File: config.mk
export PLATFORM = sky130hd
export DESIGN_NAME = dws_ctrl
export DESIGN_NICKNAME = d
export VERILOG_FILES = /design/src/sv/dws_pkg.sv /design/src/sv/dws_ctrl.sv
export SDC_FILE = /design/constraint.sdc
export NUM_CORES = 1
export LEC_CHECK = 0
export CAP_MARGIN = 20
export CELL_PAD_IN_SITES_DETAIL_PLACEMENT = 0
export CELL_PAD_IN_SITES_GLOBAL_PLACEMENT = 2
export CORE_AREA = 2 2 44 46
export DETAILED_ROUTE_END_ITERATION = 8
export DIE_AREA = 0 0 46 48
export DONT_BUFFER_PORTS = 1
export PLACE_DENSITY = 0.74
export SLEW_MARGIN = 25
export SYNTH_ARGS = -nofsm -noshare
export SYNTH_HDL_FRONTEND = slang
export SYNTH_SLANG_ARGS = --single-unit
File: constraint.sdc
create_clock -name clock -period 1.79 [get_ports clock]
set_input_delay 0.358 -clock clock [delete_from_list [all_inputs] [get_ports clock]]
set_output_delay 0.358 -clock clock [all_outputs]
set_load 0.01 [all_outputs]
File: src/sv/dws_pkg.sv
// ---------------------------------------------------------------------------
// dws_pkg
// Shared constants and controller/datapath types for the wave stencil block.
// ---------------------------------------------------------------------------
package dws_pkg;

   localparam int MAX_COLS_DEF = 256;
   localparam int MAX_ROWS_DEF = 256;

   localparam int DISP_W  = 32;
   localparam int SPEED_W = 16;
   localparam int DAMP_W  = 17;
   localparam int COORD_W = 8;

   localparam int CSR_IDX_W  = 4;
   localparam int CSR_DATA_W = 9;

   localparam logic [CSR_IDX_W-1:0] REG_GRID_WIDTH  = 4'd0;
   localparam logic [CSR_IDX_W-1:0] REG_GRID_HEIGHT = 4'd1;

   localparam logic [CSR_DATA_W-1:0] GRID_DIM_RESET = 9'd256;

   localparam logic [1:0] JOB_UPPER = 2'd0;
   localparam logic [1:0] JOB_LEFT  = 2'd1;
   localparam logic [1:0] JOB_LAST  = 2'd2;

   typedef struct packed {
      logic       accept;
      logic       rd_next;
      logic       cap_cur;
      logic       cap_next;
      logic       load;
      logic [1:0] job;
      logic       lap;
      logic       mul1;
      logic       sum;
      logic       mul2;
      logic       emit;
      logic       finish;
   } cmd_type;

   typedef struct packed {
      logic has_upper;
      logic has_left;
      logic has_last;
      logic rsp_taken;
   } sts_type;

endpackage

File: src/sv/dws_ctrl.sv
// ---------------------------------------------------------------------------
// dws_ctrl
// Sequencer: accept a cell, read the line buffers, then run each result
// through the shared arithmetic unit and hand it to the result register.
// ---------------------------------------------------------------------------
module dws_ctrl (
   input  logic             clock,
   input  logic             reset,
   input  logic             req_valid,
   output logic             req_ready,
   input  dws_pkg::sts_type sts,
   output dws_pkg::cmd_type cmd
);
   import dws_pkg::*;

   localparam logic [3:0] ST_IDLE = 4'd0;
   localparam logic [3:0] ST_RD0  = 4'd1;
   localparam logic [3:0] ST_RD1  = 4'd2;
   localparam logic [3:0] ST_RD2  = 4'd3;
   localparam logic [3:0] ST_PICK = 4'd4;
   localparam logic [3:0] ST_LAP  = 4'd5;
   localparam logic [3:0] ST_MUL1 = 4'd6;
   localparam logic [3:0] ST_SUM  = 4'd7;
   localparam logic [3:0] ST_MUL2 = 4'd8;
   localparam logic [3:0] ST_OUT  = 4'd9;
   localparam logic [3:0] ST_WAIT = 4'd10;
   localparam logic [3:0] ST_FIN  = 4'd11;

   logic [3:0] state_ff, state_in;
   logic [2:0] jobs_ff, jobs_in;

   always_ff @(posedge clock) begin
      if (reset) begin
         state_ff <= ST_IDLE;
         jobs_ff  <= 3'b000;
      end else begin
         state_ff <= state_in;
         jobs_ff  <= jobs_in;
      end
   end

   assign req_ready = (state_ff == ST_IDLE);

   always_comb begin
      state_in = state_ff;
      jobs_in  = jobs_ff;
      cmd      = '0;
      unique case (state_ff)
         ST_IDLE: begin
            if (req_valid) begin
               cmd.accept = 1'b1;
               state_in   = ST_RD0;
            end
         end
         ST_RD0: state_in = ST_RD1;
         ST_RD1: begin
            cmd.cap_cur = 1'b1;
            cmd.rd_next = 1'b1;
            state_in    = ST_RD2;
         end
         ST_RD2: begin
            cmd.cap_next = 1'b1;
            jobs_in      = {sts.has_last, sts.has_left, sts.has_upper};
            state_in     = ST_PICK;
         end
         ST_PICK: begin
            priority if (jobs_ff[0]) begin
               cmd.load   = 1'b1;
               cmd.job    = JOB_UPPER;
               jobs_in[0] = 1'b0;
               state_in   = ST_LAP;
            end else if (jobs_ff[1]) begin
               cmd.load   = 1'b1;
               cmd.job    = JOB_LEFT;
               jobs_in[1] = 1'b0;
               state_in   = ST_LAP;
            end else if (jobs_ff[2]) begin
               cmd.load   = 1'b1;
               cmd.job    = JOB_LAST;
               jobs_in[2] = 1'b0;
               state_in   = ST_LAP;
            end else begin
               state_in = ST_FIN;
            end
         end
         ST_LAP: begin
            cmd.lap  = 1'b1;
            state_in = ST_MUL1;
         end
         ST_MUL1: begin
            cmd.mul1 = 1'b1;
            state_in = ST_SUM;
         end
         ST_SUM: begin
            cmd.sum  = 1'b1;
            state_in = ST_MUL2;
         end
         ST_MUL2: begin
            cmd.mul2 = 1'b1;
            state_in = ST_OUT;
         end
         ST_OUT: begin
            cmd.emit = 1'b1;
            state_in = ST_WAIT;
         end
         ST_WAIT: begin
            if (sts.rsp_taken) begin
               state_in = ST_PICK;
            end
         end
         ST_FIN: begin
            cmd.finish = 1'b1;
            state_in   = ST_IDLE;
         end
         default: state_in = ST_IDLE;
      endcase
   end
endmodule

### Yosys cells after proc, flatten, opt, wreduce, memory -nomap -nowiden

Cells that the tools add are included.

| cells by class | value |
|---|---|
| equality and inequality tests | 15 |
| reductions and logical operators | 5 |
| mux-type cells | 23 |

Operator list:

| operator | count |
|---|---|
| $pmux 4 s11 | 1 |
| $mux 4 | 5 |
| $eq 4x3->1 const B | 4 |
| $eq 4x4->1 const B | 4 |
| $mux 3 | 4 |
| $mux 1 | 10 |
| $eq 4x2->1 const B | 2 |
| $ne 2x2->1 const B | 4 |
| $pmux 3 s2 | 1 |
| $eq 4x1->1 const B | 1 |
| $logic_not 4->1 | 1 |
| $mux 2 | 2 |
| $reduce_and 2->1 | 2 |
| $reduce_and 3->1 | 1 |
| $reduce_bool 2->1 | 1 |

| word-level totals | value |
|---|---|
| output and inout bits | 14 |
| bits of input ports | 7 |
| flip-flop bits (word level) | 7 |
| logic and storage cells | 47 |

### Depth between registers and ports, before layout

| depth | value |
|---|---|
| word-level depth | 4 |
| gate-level depth with buffers | 5 |

### Least setup slack after synthesis

No wires, ideal clock.

| timing path | value |
|---|---|
| path type | register to output |
| start point | register state_ff[0] |
| end point | output port cmd[7] (netlist bit) |
| arrival time | 1.437 ns |
| path slack | -0.005 ns |
| cell stages (with the launch flop) | 4 |
| buffers on the path | 1 |
| cell sequence | dfxtp_1 > buf_6 > or4b_4 > nor4b_1 |

RTL lines:

| what | RTL line | RTL |
|---|---|---|
| start: declaration | dws_ctrl.sv:29 | `logic [3:0] state_ff, state_in;` |
| start signal: assignment | dws_ctrl.sv:37 | `state_ff <= state_in;` |
| end: declaration | dws_ctrl.sv:12 | `output dws_pkg::cmd_type cmd` |

==> results.sh <==
export IMPL_status="finished, violations left"
export IMPL_violations="negative setup slack"
export IMPL_grt_max_degree=20
export IMPL_cts_path_max_buffers=2
export IMPL_yosysWarnings=0
export IMPL_leakage_uw=0.000230
export IMPL_seq_area_frac_synth_pct=27.2
export IMPL_die_area_um2=2210
export IMPL_crit_path_max_fanout=5
export IMPL_viasPerCell=5.79
export IMPL_dr_pass1_iters=4
export IMPL_cts_sinks=7
export IMPL_synth_top_cell_area_share_pct=27.2
export IMPL_cts_htree_levels=1
export IMPL_period_needed_ns=1.89
export IMPL_ios=21
export IMPL_relSlewSlack_pct=72.5
export IMPL_seq_area_um2=141
export IMPL_tritoncts="yes"
export IMPL_synth_area_top_cells="dfxtp_1, nor3_1, a21oi_1, nor3b_1, nand2_1"
export IMPL_syn_avg_cell_area_um2=7.81
export IMPL_start_util_pct=30.5
export IMPL_powerDensity_nw_per_um2=888
export IMPL_whs_ns=0.164
export IMPL_drc=0
export IMPL_synth_fp_nets=73
export IMPL_wl_per_cell_um=14.5
export IMPL_finClkSkew_ns=0.00559
export IMPL_rsz0062_at_grt="yes"
export IMPL_slew_violations=0
export IMPL_clk_latency_ns=0.25
export IMPL_drive_gt1_share_pct=28.6
export IMPL_synthCells=66
export IMPL_grt_pass1_wl_mm=1.90
export IMPL_hpwl_um=916
export IMPL_multiInputGateArea_um2=352
export IMPL_tightestPinTransition_ns=0.402
export IMPL_grt_pass1_vias=419
export IMPL_cts_buffers=3
export IMPL_core_um2=1690
export IMPL_finalWorstSetupSlack_ns=-0.0969
export IMPL_path_cells="or4b_4 -> nor4b_2 -> buf_4"
export IMPL_finalHoldViolations=0
export IMPL_drtIter0Drc=20
export IMPL_portBuffers=0
export IMPL_syn_cell_area_um2=515
export IMPL_max_stage_delay_ns=0.58
export IMPL_setup_viol=2
export IMPL_placed_cell_area_um2=553
export IMPL_finalCoreUtilization_pct=35.9
export IMPL_synth_seq_cells=7
export IMPL_cts_setup_buffers=0
export IMPL_num_vias=504
export IMPL_grt_use_total_pct=12.7
export IMPL_cap_violations=0
export IMPL_fmax_mhz=530
export IMPL_critPathArrivalTime_ns=1.53
export IMPL_cp_slowest_cell="or4b_4"
export IMPL_synthArstFlopShare_pct=0
export IMPL_whs_path_depth=1
export IMPL_ctsHoldBuffers=0
export IMPL_synth_commonest_cells="dfxtp_1, nor3_1, a21oi_1"
export IMPL_end_kind="primary output"
export IMPL_worstSetupStartpointType="flip-flop"
export IMPL_synth_cell_types=31
export IMPL_diodes=0
export IMPL_fin_area_um2=606
export IMPL_nFillCells=194
export IMPL_ir_worst_vdd_mv=0.660
export IMPL_min_period_over_period_pct=105
export IMPL_yosys_area_top_type="dfxtp_1"
export IMPL_criticalPathCategory="flip-flop to primary output"
export IMPL_ant_nets=0
export IMPL_die_h_um=48
export IMPL_r2r_cells=5
export IMPL_area_growth_pct=17.5
export IMPL_die_w_um=46
export IMPL_critPathRequiredTime_ns=1.43
export IMPL_min_path_type="input pin to flip-flop"
export IMPL_rows=15
export IMPL_grt_ovfl_total=0
export IMPL_synth_edf_count=0
export IMPL_synth_ff_type="dfxtp_1"
export IMPL_drt_wl_total_mm=1.26
export IMPL_final_nets=78
export IMPL_antenna_found_initial=0
export IMPL_routabilityCongestion=0.682
export IMPL_root_buffer="clkbuf_4"
export IMPL_path_clk_slew_ns=0.06
metrics by stage:
stage                     setup TNS, ns  worst slack (ns)  std cells  power, µW
final                            -0.144           -0.0969         87        537
after floorplan                       0            0.0955         66        349
after global routing             -0.268            -0.160         87        584
after CTS                        -0.191           -0.0989         87        529
after detailed placement              0             0.187         83        380
after global placement                0             0.190         83        379
layout make-up:
class	instances	area share (%)
Clock inverter	1	0.826
Clock buffer	3	3.72
Sequential cell	7	23.3
Multi-Input combinational cell	49	58.1
Inverter	3	1.86
Timing Repair Buffer	7	8.68
Tap cell	17	3.51
final timing paths:
check                                 from  slack [ns]                       end
setup reg to reg  state_ff[3]$_SDFFE_PP0P_        0.40   jobs_ff[0]$_SDFFE_PP0P_
hold / removal                       reset        0.16  state_ff[3]$_SDFFE_PP0P_
setup / recovery  state_ff[0]$_SDFFE_PP0P_        -0.1                    cmd[7]
hold reg to reg    jobs_ff[2]$_SDFFE_PP0P_        0.48   jobs_ff[2]$_SDFFE_PP0P_
kinds of logic (layout without fill, tap and decap cells):
family          Yosys count  after routing  synth area share (%)
mux                       1              1                  1.94
compound gates           16             16                  22.3
simple gates             32             32                  38.1
buf+inv                  10             14                  10.4
flops                     7              7                  27.2
critical path: cells and delay by family, from the launching register on:
kind          cells  cell delay [ns]
simple gates      2             0.81
buf+inv           1             0.16
flops             1             0.31
sequential cells by signal (all words and copies together) (netlist names):
register,cells
state_ff,4
jobs_ff,3
layer usage:
metal  track usage [%]  share of wire [%]  vias up
met4              5.71               0.95        0
li1                  -                  -      253
met5                 0                  0        -
met2              19.7                 49       12
met3              5.28                6.6        2
met1              15.3                 44      237
what timing repair did:
item	in CTS	in global routing
gates resized for setup	1	5
pin swaps	0	0
endpoints found under the setup margin	3	4
gates cloned	0	0
report_power, final:
group | internal [µW] | leakage, µW | switching [µW] | total (µW)
sequential | 172 | 0.0000573 | 10.0 | 182
clock | 81.8 | 0.0000177 | 63.1 | 145
combinational | 84.2 | 0.000155 | 126 | 210
total | 338 | 0.000230 | 199 | 537
cell usage in the layout, fill, tap and decap left out:
cell type  count
a21oi_1        6
dfxtp_1        6
and3b_1        1
nor3_2         1
a311oi_1       1
a22oi_1        2
nor3b_2        1
dfxtp_2        1
o21ai_0        1
a2111oi_0      1
nor4bb_1       1
nor4b_1        1
or4b_4         1
a31oi_1        1
nor2_2         1
o311ai_2       1
clkbuf_4       3
nand4b_1       1
inv_1          3
nand2_1        5
nand4bb_1      1
nor3_1         6
a21o_1         1
and3_1         1
nor3b_1        1
nand2b_1       2
or2_4          1
clkinv_2       1
nor4b_2        1
o311a_1        1
mux2i_1        1
nor2_1         5
nor3b_4        1
buf_4          7
o211ai_1       1
Power figures use the tool's default switching activity.
